$ cat src/rtl/sfs_pkg.sv
// Shared types and constants for the smoothstep fade sequencer.
package sfs_pkg;

  localparam int unsigned OP_W    = 3;
  localparam int unsigned DT_W    = 20;
  localparam int unsigned FTIME_W = 24;
  localparam int unsigned ALPHA_W = 16;
  localparam int unsigned PHASE_W = 2;
  localparam int unsigned CIDX_W  = 2;

  localparam logic [OP_W-1:0] OP_TICK     = 3'd0;
  localparam logic [OP_W-1:0] OP_FADE_IN  = 3'd1;
  localparam logic [OP_W-1:0] OP_FADE_OUT = 3'd2;
  localparam logic [OP_W-1:0] OP_IN_HOLD  = 3'd3;
  localparam logic [OP_W-1:0] OP_SET      = 3'd4;

  localparam logic [PHASE_W-1:0] PH_IDLE = 2'd0;
  localparam logic [PHASE_W-1:0] PH_IN   = 2'd1;
  localparam logic [PHASE_W-1:0] PH_OUT  = 2'd2;
  localparam logic [PHASE_W-1:0] PH_HOLD = 2'd3;

  localparam logic [CIDX_W-1:0] CFG_FADE_IN  = 2'd0;
  localparam logic [CIDX_W-1:0] CFG_FADE_OUT = 2'd1;

  localparam logic [FTIME_W-1:0] DEF_FADE = 24'd500000;

  typedef struct packed {
    logic [OP_W-1:0]    op;
    logic [DT_W-1:0]    dt;
    logic [FTIME_W-1:0] in_time;
    logic [FTIME_W-1:0] hold_time;
    logic [FTIME_W-1:0] out_time;
    logic [ALPHA_W-1:0] alpha_set;
  } in_item_t;

  typedef struct packed {
    logic [ALPHA_W-1:0] alpha;
    logic [PHASE_W-1:0] phase;
    logic               on_top;
    logic               fade_in_done;
    logic               all_done;
  } out_item_t;

endpackage

$ cat src/rtl/smoothstep_fade_sequencer.sv
// Top level: smoothstep alpha fade sequencer with shared divider and multiplier.
//
//   port group | direction | handshake            | payload
//   in_        | input     | in_valid / in_stall   | sfs_pkg::in_item_t
//   out_       | output    | out_valid / out_stall | sfs_pkg::out_item_t
//   cfg_       | input     | cfg_valid / cfg_ready | cfg_index, cfg_data
//
// Commands and ticks that need no divide go from S_EXEC straight to S_DONE.
// A tick inside a running fade that does not finish it runs ALPHA_FRAC_BITS + 1
// divider steps, then three passes through the one
// shared multiplier. One item is in work at a time; in_stall is high until the
// result is loaded into the output register, which waits while it holds a valid item and out_stall is high.
// Reset is synchronous, with no clearing pass. cfg_ready is always high.
module smoothstep_fade_sequencer #(
  parameter int unsigned TIME_BITS       = 24,
  parameter int unsigned ALPHA_FRAC_BITS = 15
) (
  input  logic                               clk,
  input  logic                               rst_n,
  input  logic                               in_valid,
  output logic                               in_stall,
  input  sfs_pkg::in_item_t                  in_data,
  output logic                               out_valid,
  input  logic                               out_stall,
  output sfs_pkg::out_item_t                 out_data,
  input  logic                               cfg_valid,
  output logic                               cfg_ready,
  input  logic [sfs_pkg::CIDX_W-1:0]         cfg_index,
  input  logic [sfs_pkg::FTIME_W-1:0]        cfg_data
);

  localparam int unsigned TW = TIME_BITS;
  localparam int unsigned F  = ALPHA_FRAC_BITS;
  localparam int unsigned AW = F + 1;
  localparam int unsigned XW = (AW > sfs_pkg::ALPHA_W) ? AW : sfs_pkg::ALPHA_W;
  localparam int unsigned MA = 2 * F + 1;
  localparam int unsigned MB = F + 2;
  localparam int unsigned PW = MA + MB;
  localparam int unsigned HW = (TW > sfs_pkg::DT_W) ? TW : sfs_pkg::DT_W;
  localparam int unsigned SW = HW + 1;

  localparam logic [AW-1:0] ALPHA_ONE   = {1'b1, {F{1'b0}}};
  localparam logic [MB-1:0] THREE_ONE   = {2'b11, {F{1'b0}}};
  localparam logic [PW-1:0] HALF_SMOOTH = PW'(1) << (2 * F - 1);
  localparam logic [PW-1:0] HALF_INTERP = PW'(1) << (F - 1);

  typedef enum logic [3:0] {
    S_IDLE, S_EXEC, S_DIV, S_MUL1, S_MUL2, S_SMOOTH, S_MUL3, S_APPLY, S_DONE
  } state_t;

  state_t                        state_r, state_nxt;
  sfs_pkg::in_item_t             item_r, item_nxt;
  sfs_pkg::out_item_t            out_data_r, out_data_nxt;
  logic                          out_valid_r, out_valid_nxt;
  logic [TW-1:0]                 dfi_r, dfi_nxt;
  logic [TW-1:0]                 dfo_r, dfo_nxt;
  logic [sfs_pkg::PHASE_W-1:0]   phase_r, phase_nxt;
  logic [AW-1:0]                 alpha_now_r, alpha_now_nxt;
  logic [AW-1:0]                 alpha_from_r, alpha_from_nxt;
  logic [AW-1:0]                 alpha_to_r, alpha_to_nxt;
  logic [TW-1:0]                 elapsed_r, elapsed_nxt;
  logic [TW-1:0]                 fade_len_r, fade_len_nxt;
  logic [TW-1:0]                 hold_left_r, hold_left_nxt;
  logic [TW-1:0]                 out_ovr_r, out_ovr_nxt;
  logic                          fi_armed_r, fi_armed_nxt;
  logic                          all_armed_r, all_armed_nxt;
  logic                          front_r, front_nxt;
  logic                          in_pulse_r, in_pulse_nxt;
  logic                          all_pulse_r, all_pulse_nxt;
  logic [AW-1:0]                 t_r, t_nxt;
  logic [AW-1:0]                 s_r, s_nxt;
  logic [PW-1:0]                 prod_r, prod_nxt;

  logic [MA-1:0]                 mul_a;
  logic [MB-1:0]                 mul_b;
  logic [PW-1:0]                 mul_p;
  logic                          div_start;
  logic                          div_done;
  logic [AW-1:0]                 div_quo;

  logic [TW-1:0]                 stored_out;
  logic [TW-1:0]                 in_len;
  logic [TW-1:0]                 out_len;
  logic [TW-1:0]                 t_in_time;
  logic [TW-1:0]                 t_hold_time;
  logic [TW-1:0]                 t_out_time;
  logic [SW-1:0]                 elapsed_sum;
  logic [TW-1:0]                 elapsed_sat;
  logic [AW-1:0]                 alpha_diff;
  logic [PW-1:0]                 smooth_sum;
  logic [PW-1:0]                 interp_sum;
  logic [AW-1:0]                 delta;
  logic [AW-1:0]                 set_val;

  sfs_div #(
    .NUM_BITS (TW),
    .Q_BITS   (AW)
  ) u_div (
    .clk   (clk),
    .rst_n (rst_n),
    .start (div_start),
    .num   (elapsed_sat),
    .den   (fade_len_r),
    .done  (div_done),
    .quo   (div_quo)
  );

  assign mul_p = mul_a * mul_b;

  always_comb begin
    t_in_time   = TW'(item_r.in_time);
    t_hold_time = TW'(item_r.hold_time);
    t_out_time  = TW'(item_r.out_time);
    stored_out  = (out_ovr_r != '0) ? out_ovr_r : dfo_r;
    in_len      = (t_in_time != '0) ? t_in_time : dfi_r;
    out_len     = (t_out_time != '0) ? t_out_time : stored_out;
    elapsed_sum = SW'(elapsed_r) + SW'(item_r.dt);
    elapsed_sat = (elapsed_sum > SW'(fade_len_r)) ? fade_len_r : TW'(elapsed_sum);
    alpha_diff  = (alpha_to_r >= alpha_from_r) ? (alpha_to_r - alpha_from_r)
                                               : (alpha_from_r - alpha_to_r);
    smooth_sum  = prod_r + HALF_SMOOTH;
    interp_sum  = prod_r + HALF_INTERP;
    delta       = interp_sum[2*F:F];
    set_val     = (XW'(item_r.alpha_set) > XW'(ALPHA_ONE)) ? ALPHA_ONE
                                                          : AW'(item_r.alpha_set);
  end

  always_comb begin
    state_nxt      = state_r;
    item_nxt       = item_r;
    out_data_nxt   = out_data_r;
    out_valid_nxt  = out_valid_r;
    dfi_nxt        = dfi_r;
    dfo_nxt        = dfo_r;
    phase_nxt      = phase_r;
    alpha_now_nxt  = alpha_now_r;
    alpha_from_nxt = alpha_from_r;
    alpha_to_nxt   = alpha_to_r;
    elapsed_nxt    = elapsed_r;
    fade_len_nxt   = fade_len_r;
    hold_left_nxt  = hold_left_r;
    out_ovr_nxt    = out_ovr_r;
    fi_armed_nxt   = fi_armed_r;
    all_armed_nxt  = all_armed_r;
    front_nxt      = front_r;
    in_pulse_nxt   = in_pulse_r;
    all_pulse_nxt  = all_pulse_r;
    t_nxt          = t_r;
    s_nxt          = s_r;
    prod_nxt       = prod_r;
    mul_a          = '0;
    mul_b          = '0;
    div_start      = 1'b0;

    if (cfg_valid) begin
      unique case (cfg_index)
        sfs_pkg::CFG_FADE_IN:  dfi_nxt = TW'(cfg_data);
        sfs_pkg::CFG_FADE_OUT: dfo_nxt = TW'(cfg_data);
        default: ;
      endcase
    end

    if (out_valid_r && !out_stall) begin
      out_valid_nxt = 1'b0;
    end

    unique case (state_r)
      S_IDLE: begin
        if (in_valid) begin
          item_nxt  = in_data;
          state_nxt = S_EXEC;
        end
      end
      S_EXEC: begin
        in_pulse_nxt  = 1'b0;
        all_pulse_nxt = 1'b0;
        state_nxt     = S_DONE;
        unique case (item_r.op) inside
          sfs_pkg::OP_TICK: begin
            unique case (phase_r)
              sfs_pkg::PH_IDLE: front_nxt = 1'b0;
              sfs_pkg::PH_HOLD: begin
                if (HW'(item_r.dt) >= HW'(hold_left_r)) begin
                  hold_left_nxt  = '0;
                  alpha_from_nxt = ALPHA_ONE;
                  alpha_to_nxt   = '0;
                  fade_len_nxt   = stored_out;
                  elapsed_nxt    = '0;
                  phase_nxt      = sfs_pkg::PH_OUT;
                  alpha_now_nxt  = ALPHA_ONE;
                end else begin
                  hold_left_nxt = hold_left_r - TW'(item_r.dt);
                end
              end
              default: begin
                front_nxt   = 1'b1;
                elapsed_nxt = elapsed_sat;
                if (elapsed_sat == fade_len_r) begin
                  alpha_now_nxt = alpha_to_r;
                  in_pulse_nxt  = (phase_r == sfs_pkg::PH_IN) && fi_armed_r;
                  if (hold_left_r != '0) begin
                    phase_nxt = sfs_pkg::PH_HOLD;
                  end else begin
                    phase_nxt     = sfs_pkg::PH_IDLE;
                    all_pulse_nxt = all_armed_r;
                    fi_armed_nxt  = 1'b0;
                    all_armed_nxt = 1'b0;
                  end
                end else begin
                  div_start = 1'b1;
                  state_nxt = S_DIV;
                end
              end
            endcase
          end
          sfs_pkg::OP_FADE_IN, sfs_pkg::OP_IN_HOLD: begin
            fi_armed_nxt   = 1'b1;
            all_armed_nxt  = (item_r.op == sfs_pkg::OP_IN_HOLD);
            hold_left_nxt  = (item_r.op == sfs_pkg::OP_IN_HOLD) ? t_hold_time : '0;
            if ((item_r.op == sfs_pkg::OP_IN_HOLD) && (t_out_time != '0)) begin
              out_ovr_nxt = t_out_time;
            end
            alpha_from_nxt = alpha_now_r;
            alpha_to_nxt   = ALPHA_ONE;
            fade_len_nxt   = in_len;
            elapsed_nxt    = '0;
            phase_nxt      = (ALPHA_ONE > alpha_now_r) ? sfs_pkg::PH_IN : sfs_pkg::PH_OUT;
          end
          sfs_pkg::OP_FADE_OUT: begin
            fi_armed_nxt   = 1'b0;
            all_armed_nxt  = 1'b1;
            hold_left_nxt  = '0;
            alpha_from_nxt = alpha_now_r;
            alpha_to_nxt   = '0;
            fade_len_nxt   = out_len;
            elapsed_nxt    = '0;
            phase_nxt      = sfs_pkg::PH_OUT;
          end
          sfs_pkg::OP_SET: begin
            alpha_now_nxt = set_val;
            phase_nxt     = sfs_pkg::PH_IDLE;
            elapsed_nxt   = '0;
            fade_len_nxt  = '0;
            hold_left_nxt = '0;
            fi_armed_nxt  = 1'b0;
            all_armed_nxt = 1'b0;
          end
          default: ;
        endcase
      end
      S_DIV: begin
        if (div_done) begin
          t_nxt     = div_quo;
          state_nxt = S_MUL1;
        end
      end
      S_MUL1: begin
        mul_a     = MA'(t_r);
        mul_b     = MB'(t_r);
        prod_nxt  = mul_p;
        state_nxt = S_MUL2;
      end
      S_MUL2: begin
        mul_a     = prod_r[MA-1:0];
        mul_b     = THREE_ONE - {t_r, 1'b0};
        prod_nxt  = mul_p;
        state_nxt = S_SMOOTH;
      end
      S_SMOOTH: begin
        s_nxt     = smooth_sum[3*F:2*F];
        state_nxt = S_MUL3;
      end
      S_MUL3: begin
        mul_a     = MA'(alpha_diff);
        mul_b     = MB'(s_r);
        prod_nxt  = mul_p;
        state_nxt = S_APPLY;
      end
      S_APPLY: begin
        alpha_now_nxt = (alpha_to_r >= alpha_from_r) ? (alpha_from_r + delta)
                                                     : (alpha_from_r - delta);
        state_nxt     = S_DONE;
      end
      S_DONE: begin
        if (!out_valid_r || !out_stall) begin
          out_data_nxt.alpha        = sfs_pkg::ALPHA_W'(alpha_now_r);
          out_data_nxt.phase        = phase_r;
          out_data_nxt.on_top       = front_r;
          out_data_nxt.fade_in_done = in_pulse_r;
          out_data_nxt.all_done     = all_pulse_r;
          out_valid_nxt             = 1'b1;
          state_nxt                 = S_IDLE;
        end
      end
      default: state_nxt = S_IDLE;
    endcase
  end

  always_ff @(posedge clk) begin
    if (!rst_n) begin
      state_r      <= S_IDLE;
      item_r       <= '0;
      out_data_r   <= '0;
      out_valid_r  <= 1'b0;
      dfi_r        <= TW'(sfs_pkg::DEF_FADE);
      dfo_r        <= TW'(sfs_pkg::DEF_FADE);
      phase_r      <= sfs_pkg::PH_IDLE;
      alpha_now_r  <= '0;
      alpha_from_r <= '0;
      alpha_to_r   <= '0;
      elapsed_r    <= '0;
      fade_len_r   <= '0;
      hold_left_r  <= '0;
      out_ovr_r    <= '0;
      fi_armed_r   <= 1'b0;
      all_armed_r  <= 1'b0;
      front_r      <= 1'b0;
      in_pulse_r   <= 1'b0;
      all_pulse_r  <= 1'b0;
      t_r          <= '0;
      s_r          <= '0;
      prod_r       <= '0;
    end else begin
      state_r      <= state_nxt;
      item_r       <= item_nxt;
      out_data_r   <= out_data_nxt;
      out_valid_r  <= out_valid_nxt;
      dfi_r        <= dfi_nxt;
      dfo_r        <= dfo_nxt;
      phase_r      <= phase_nxt;
      alpha_now_r  <= alpha_now_nxt;
      alpha_from_r <= alpha_from_nxt;
      alpha_to_r   <= alpha_to_nxt;
      elapsed_r    <= elapsed_nxt;
      fade_len_r   <= fade_len_nxt;
      hold_left_r  <= hold_left_nxt;
      out_ovr_r    <= out_ovr_nxt;
      fi_armed_r   <= fi_armed_nxt;
      all_armed_r  <= all_armed_nxt;
      front_r      <= front_nxt;
      in_pulse_r   <= in_pulse_nxt;
      all_pulse_r  <= all_pulse_nxt;
      t_r          <= t_nxt;
      s_r          <= s_nxt;
      prod_r       <= prod_nxt;
    end
  end

  assign in_stall  = (state_r != S_IDLE);
  assign out_valid = out_valid_r;
  assign out_data  = out_data_r;
  assign cfg_ready = 1'b1;

`ifndef SYNTHESIS
  a_hold_nonzero: assert property (@(posedge clk) disable iff (!rst_n)
    (phase_r == sfs_pkg::PH_HOLD) |-> (hold_left_r != '0))
    else $error("holding with no hold time left");

  a_elapsed_bound: assert property (@(posedge clk) disable iff (!rst_n)
    elapsed_r <= fade_len_r)
    else $error("elapsed time beyond fade length");

  a_alpha_bound: assert property (@(posedge clk) disable iff (!rst_n)
    alpha_now_r <= ALPHA_ONE)
    else $error("alpha above fully opaque");

  a_div_done_state: assert property (@(posedge clk) disable iff (!rst_n)
    div_done |-> (state_r == S_DIV))
    else $error("divider finished outside divide state");
`endif

endmodule

$ cat src/rtl/sfs_div.sv
// Radix-2 restoring divider producing a fixed-point ratio one bit per cycle.
module sfs_div #(
  parameter int unsigned NUM_BITS = 24,
  parameter int unsigned Q_BITS   = 16
) (
  input  logic                clk,
  input  logic                rst_n,
  input  logic                start,
  input  logic [NUM_BITS-1:0] num,
  input  logic [NUM_BITS-1:0] den,
  output logic                done,
  output logic [Q_BITS-1:0]   quo
);

  localparam int unsigned CW = $clog2(Q_BITS);
  localparam logic [CW-1:0] LAST_CNT = CW'(Q_BITS - 1);

  logic                busy_r;
  logic                done_r;
  logic [CW-1:0]       cnt_r;
  logic [NUM_BITS:0]   rem_r;
  logic [NUM_BITS-1:0] den_r;
  logic [Q_BITS-1:0]   quo_r;

  logic                ge;
  logic [NUM_BITS:0]   rem_sub;
  logic [NUM_BITS:0]   rem_nxt;

  always_comb begin
    ge      = rem_r >= {1'b0, den_r};
    rem_sub = ge ? (rem_r - {1'b0, den_r}) : rem_r;
    rem_nxt = {rem_sub[NUM_BITS-1:0], 1'b0};
  end

  always_ff @(posedge clk) begin
    if (!rst_n) begin
      busy_r <= 1'b0;
      done_r <= 1'b0;
      cnt_r  <= '0;
      rem_r  <= '0;
      den_r  <= '0;
      quo_r  <= '0;
    end else begin
      done_r <= 1'b0;
      if (start) begin
        busy_r <= 1'b1;
        rem_r  <= {1'b0, num};
        den_r  <= den;
        cnt_r  <= LAST_CNT;
        quo_r  <= '0;
      end else if (busy_r) begin
        quo_r <= {quo_r[Q_BITS-2:0], ge};
        rem_r <= rem_nxt;
        if (cnt_r == '0) begin
          busy_r <= 1'b0;
          done_r <= 1'b1;
        end else begin
          cnt_r <= cnt_r - CW'(1);
        end
      end
    end
  end

  assign done = done_r;
  assign quo  = quo_r;

endmodule
$ cat config.mk
export PLATFORM = sky130hd
export DESIGN_NAME = smoothstep_fade_sequencer
export DESIGN_NICKNAME = d
export VERILOG_FILES = /design/src/rtl/sfs_pkg.sv /design/src/rtl/smoothstep_fade_sequencer.sv /design/src/rtl/sfs_div.sv
export SDC_FILE = /design/constraint.sdc
export NUM_CORES = 2
export LEC_CHECK = 0
export ABC_AREA = 0
export BUFFER_PORTS_ARGS = -buffer_cell sky130_fd_sc_hd__buf_2
export CAP_MARGIN = 20
export CORE_ASPECT_RATIO = 0.6
export CORE_UTILIZATION = 40
export CTS_CLUSTER_SIZE = 30
export DETAILED_ROUTE_END_ITERATION = 10
export GPL_ROUTABILITY_DRIVEN = 1
export GPL_TIMING_DRIVEN = 0
export PLACE_DENSITY_LB_ADDON = 0.2
export SKIP_LAST_GASP = 1
export SYNTH_ARGS = -nofsm -noshare
export SYNTH_HDL_FRONTEND = slang
export SYNTH_HIERARCHICAL = 1
export SYNTH_SLANG_ARGS = --single-unit
export TNS_END_PERCENT = 100
$ cat constraint.sdc
create_clock -name clk -period 9.2 [get_ports clk]
set_clock_uncertainty 0.2 [all_clocks]
set_input_delay 1.84 -clock clk [delete_from_list [all_inputs] [get_ports clk]]
set_output_delay 1.84 -clock clk [all_outputs]
set_load 0.02 [all_outputs]
* Word-level counts from Yosys, hierarchy flattened
Index checks and enable logic that the tools add are counted.
Word-level totals: logic and storage cells 212, output and inout bits 24, bits in registers 485
Operators by class: multiplexer cells 72, bitwise gates (word level) 3, reductions and logical operators 49, eq/ne operators 32, multipliers 1, add/subtract/negate cells 11, magnitude comparators 6
Operator list (count):
- $mux W24 | 13
- $mux W16 | 8
- $pmux W16 S2 | 4
- $pmux W24 S2 | 2
- $pmux W24 S4 | 1
- $reduce_bool A24 Y1 | 4
- $pmux W31 S3 | 1
- $pmux W24 S3 | 1
- $pmux W17 S3 | 1
- $pmux W16 S3 | 1
- $sub A16 B16 Y16 | 3
- $add A46 B30 Y46 const B | 1
- $mul A31 B17 Y46 | 1
- $mux W4 | 9
- $pmux W4 S9 | 1
- $add A31 B15 Y31 const B | 1
- $add A24 B20 Y25 | 1
- $ge A25 B24 Y1 | 1
- $gt A25 B24 Y1 | 1
- $eq A24 B24 Y1 | 1
- $ge A20 B24 Y1 | 1
- $sub A24 B20 Y24 | 1
- $sub A24 B24 Y24 | 1
- $mux W1 | 21
- other kinds (44) | 94

* Depth between registers and ports, before layout
depth after elaboration 10, depth in mapped cells 35, gate-level depth less buffers 34

* Modules after synthesis
The synthesis kept the hierarchy.
By module, submodules not included:
- smoothstep_fade_sequencer | area an instance 37878.8 µm², cells an instance 4803, times used 1, seq. area each 7987.7 µm²
- sfs_div | area an instance 4195.3 µm², cells an instance 469, times used 1, seq. area each 1421.4 µm²

* Least setup slack after synthesis
No wires, ideal clock.
kind reg-to-reg, start reg state_r[3], end reg prod_r[43], setup slack 0.801 ns, buffers on the path 4, library setup time 0.122 ns, arrival time 8.077 ns, data required time 8.878 ns, cell stages (with the launch flop) 33, clock period less this slack 8.399 ns, cells stage by stage dfxtp_1 clkbuf_1 nand2b_1 nor3_1 clkbuf_1 clkbuf_1 nand3_1 nand2_1 clkbuf_1 nand2_1 fa_1 inv_1 fa_1 inv_1 fa_1 inv_1 fa_1 fa_1 inv_1 fa_1 inv_1 ha_1 o21a_1 o21a_1 o21a_1 o2111ai_1 o21a_1 a211oi_1 a221oi_1 nor3_1 o221ai_1 mux2i_1 a311o_1
Between the ends: cells in the longest elaborated chain, start to end 3
RTL lines:
- start: declaration | RTL line smoothstep_fade_sequencer.sv:51 | state_t state_r, state_nxt;
- start signal: assignment | RTL line smoothstep_fade_sequencer.sv:324 | state_r <= state_nxt;
- $eq A4 B3 Y1 / $eq A4 B2 Y1 (equally long branches) | RTL line smoothstep_fade_sequencer.sv:167 | unique case (state_r)
- $pmux W31 S3 / $pmux W17 S3 (equally long branches) | RTL line smoothstep_fade_sequencer.sv:167
- $mul A31 B17 Y46 | RTL line smoothstep_fade_sequencer.sv:108 | assign mul_p = mul_a * mul_b;
- end signal: assignment | RTL line smoothstep_fade_sequencer.sv:345 | prod_r <= prod_nxt;
- end: declaration | RTL line smoothstep_fade_sequencer.sv:72 | logic [PW-1:0] prod_r, prod_nxt;
Parallel ways exist; a longest one is shown, timed or not. A chain may end at the register's enable or synchronous reset.

* Worst setup path in the final report
start reg state_r[3], end reg prod_r[22]
The elaborated chain is that of the path after synthesis.

==> flow_summary.ini <==
[synthesis]
yosys_warnings = 6
netlist_instances = 5272
seq_area_frac_synth = 0.224
synth_top_area_cell = dfxtp_1
synth_seq_cells = 470
syn_area_um2 = 42100
async_flop_share = 0
synth_ff_type = dfxtp_1
synth_top_area_frac = 0.224
muxShareOfSynthArea = 0.0214
synth-edff-count = 0
synth_simple_gate_area_share = 0.191
synthAdderAreaFrac = 0.275
synth_top_family_by_area = adder cells
syn_avg_cell_area_um2 = 7.98
synthTopCellsByArea = dfxtp_1, fa_1, nand2_1
synth_compound_area_frac = 0.163
synth_cell_types = 94
synth_xor_area_frac = 0.0416

[cells_and_area]
final_cell_mix = nand2_1, inv_1, dfxtp_1
syn_to_final_growth_pct = 12.0
drive_gt1_frac = 0.0871
final_common_cell = nand2_1
n_fill_cell = 10500
instances_no_fill = 6944
fin_nets = 6317
regArea_um2 = 9420
multiInputGateArea_um2 = 29700

[global_routing]
overflow = 0
antenna_found_initial = 4
grt_pass1_wl_um = 236000
grt_pass1_vias = 35800
grt_usage = 0.297
grt_max_degree = 18

[sta]
min_period_ns = 8.98
setup_viol = 0
worst_hold_slack_ns = 0.254
slew_headroom = 0.182
slew_viol_final = 0
hold_viol_final = 0
finalCritPeriodShare = 0.976
tightestPinTransition_ns = 1.23
fin_setup_tns_ns = 0
fmax_ghz = 0.111

[route]
first_iter_violations = 4731
first_pass_iters = 6
antenna_left = 0
vias = 39200
routedWlPerCell_um = 23.1
drc = 0
vias_per_cell = 5.65
totalWireLength_um = 160000

[critical_path]
crit_path_max_fanout = 10
cp_slowest_cell = fa_1
cpMostUsedCell = fa_1
cp.arrival_ns = 9.22
setup.worst_path.start_class = register
crit_type = reg2reg
setup.worst_path.end_class = register
crit_path_max_incr_delay_ns = 0.56
worstPathRequired_ns = 9.44

[clock_network]
cts.sinks = 470
clk_pin_slew_ns = 0.07
clk_latency_ns = 0.61
cts_hold_buf = 0
cts_tree = yes
cts-root-buf = clkbuf_16
h-tree-depth = 2
cts.path.max_buffers = 3
cts_made_buffers = 44

[floorplanning]
dieWidth_um = 421
initial_core_util = 0.407
die_h_um = 253
die_area_um2 = 107000
io_pins = 166
core_um2 = 103000
rows = 91

[pwr]
peakVddDrop_v = 0.000116
powerDensity_nw_per_um2 = 117
p_leak_uw = 0.0196

[placed_design]
dp.cells = 6849
gp_congestion = 1.01
hpwl_um = 132000
io_buffers = 164

[job]
maxCapViolCount = 0

[hold_path]
hold_class = reg2reg

[status]
status = finished, final reports clean
==> sequential cells by signal, indices dropped and copies added, names as in the netlist, 21 cells and up <==
signal	count
prod_r	46
out_data	21
elapsed_r	24
t_in_time	24
dfi_r	24
fade_len_r	24
u_div/rem_r	25
u_div/den_r	24
out_ovr_r	24
t_hold_time	24
item_r	39
t_out_time	24
dfo_r	24
hold_left_r	24
==> repair_timing <==
item	in CTS	in global routing
pin swaps	4	22
setup buffers	9	21
setup endpoints to repair	30	19
resized for setup	112	136
==> power breakdown <==
part           internal [µW]  switching, µW  total (µW)
clock network           1110            918        2030
logic                    422            847        1270
registers               2110            126        2240
total                   3640           1890        5530
==> area by class of cell <==
cell class | instances | share of cell area
flip-flops and latches | 470 | 0.200
diodes | 1 | 0.0000531
clock buffers | 52 | 0.0253
multi-input cells | 3880 | 0.629
well taps | 1395 | 0.0370
clock inverters | 28 | 0.00741
repair buffers | 199 | 0.0232
inverters | 638 | 0.0508
plain buffers | 281 | 0.0268
==> worst paths after layout <==
| kind | start | end | slack, ns | cells past startpoint |
|---|---|---|---|---|
| worst max-delay path | state_r[3]$_SDFFE_PN0P_ | prod_r[22]$_SDFFE_PN0P_ | 0.22 | 29 |
| worst min-delay path | out_data[14]$_SDFFE_PN0P_ | out_data[14]$_SDFFE_PN0P_ | 0.25 | 2 |
| worst max register to register | state_r[3]$_SDFFE_PN0P_ | prod_r[22]$_SDFFE_PN0P_ | 0.22 | 29 |
| worst min register to register | out_data[14]$_SDFFE_PN0P_ | out_data[14]$_SDFFE_PN0P_ | 0.25 | 2 |
==> Yosys cell counts (33+ instances only) <==
| master | n |
|---|---|
| ha_1 | 224 |
| nand3_1 | 129 |
| a21o_1 | 56 |
| nand2_1 | 953 |
| nor2b_1 | 48 |
| nor2_1 | 443 |
| o21a_1 | 48 |
| a211oi_1 | 67 |
| nor3_1 | 53 |
| nor4_1 | 43 |
| a22oi_1 | 72 |
| inv_1 | 637 |
| fa_1 | 437 |
| and3_1 | 45 |
| mux2i_1 | 72 |
| dfxtp_1 | 470 |
| o21ai_0 | 91 |
| xor2_1 | 58 |
| clkbuf_1 | 266 |
| xnor2_1 | 134 |
| nand4_1 | 33 |
| a21oi_1 | 435 |
==> metal layers <==
metal  global-route usage  wire (µm)  up-vias
met5                    0         82        -
met4               0.0383       2190        4
met3                0.108      23100      152
met2                0.357      55800     1956
met1                0.489      79200    19200
li1                     -          -    17900
==> cell families (layout without fill, tap and decap cells) <==
family,after synthesis,after routing
flops,470,470
xor+xnor,195,195
mux,88,88
simple gates,1861,1861
compound gates,1058,1058
buf+inv,937,1198
other cells,1,17
fa+ha+maj,662,662
==> through the flow <==
| step | area [µm²] | setup WS, ns | util | power, µW |
|---|---|---|---|---|
| after global routing | 47100 | -0.0343 | 0.455 | 5730 |
| after floorplan | 42100 | 0.801 | - | 3010 |
| final | 47100 | 0.219 | 0.455 | 5530 |
| after global placement | 44700 | -2.60 | 0.432 | 3480 |
| after detailed placement | 44700 | -2.30 | 0.432 | 3490 |
| after CTS | 46600 | 0.0371 | 0.450 | 5490 |
==> worst max-delay path: cells and delay by family (launching register included) <==
kind	cells	cell delay, ns
AOI/OAI and AO/OA	7	2.02
adders and majority gates	7	3.23
buffers and inverters	8	1.37
DFF	1	0.31
and+or+nand+nor	7	1.64
Power figures use the tool's default switching activity.
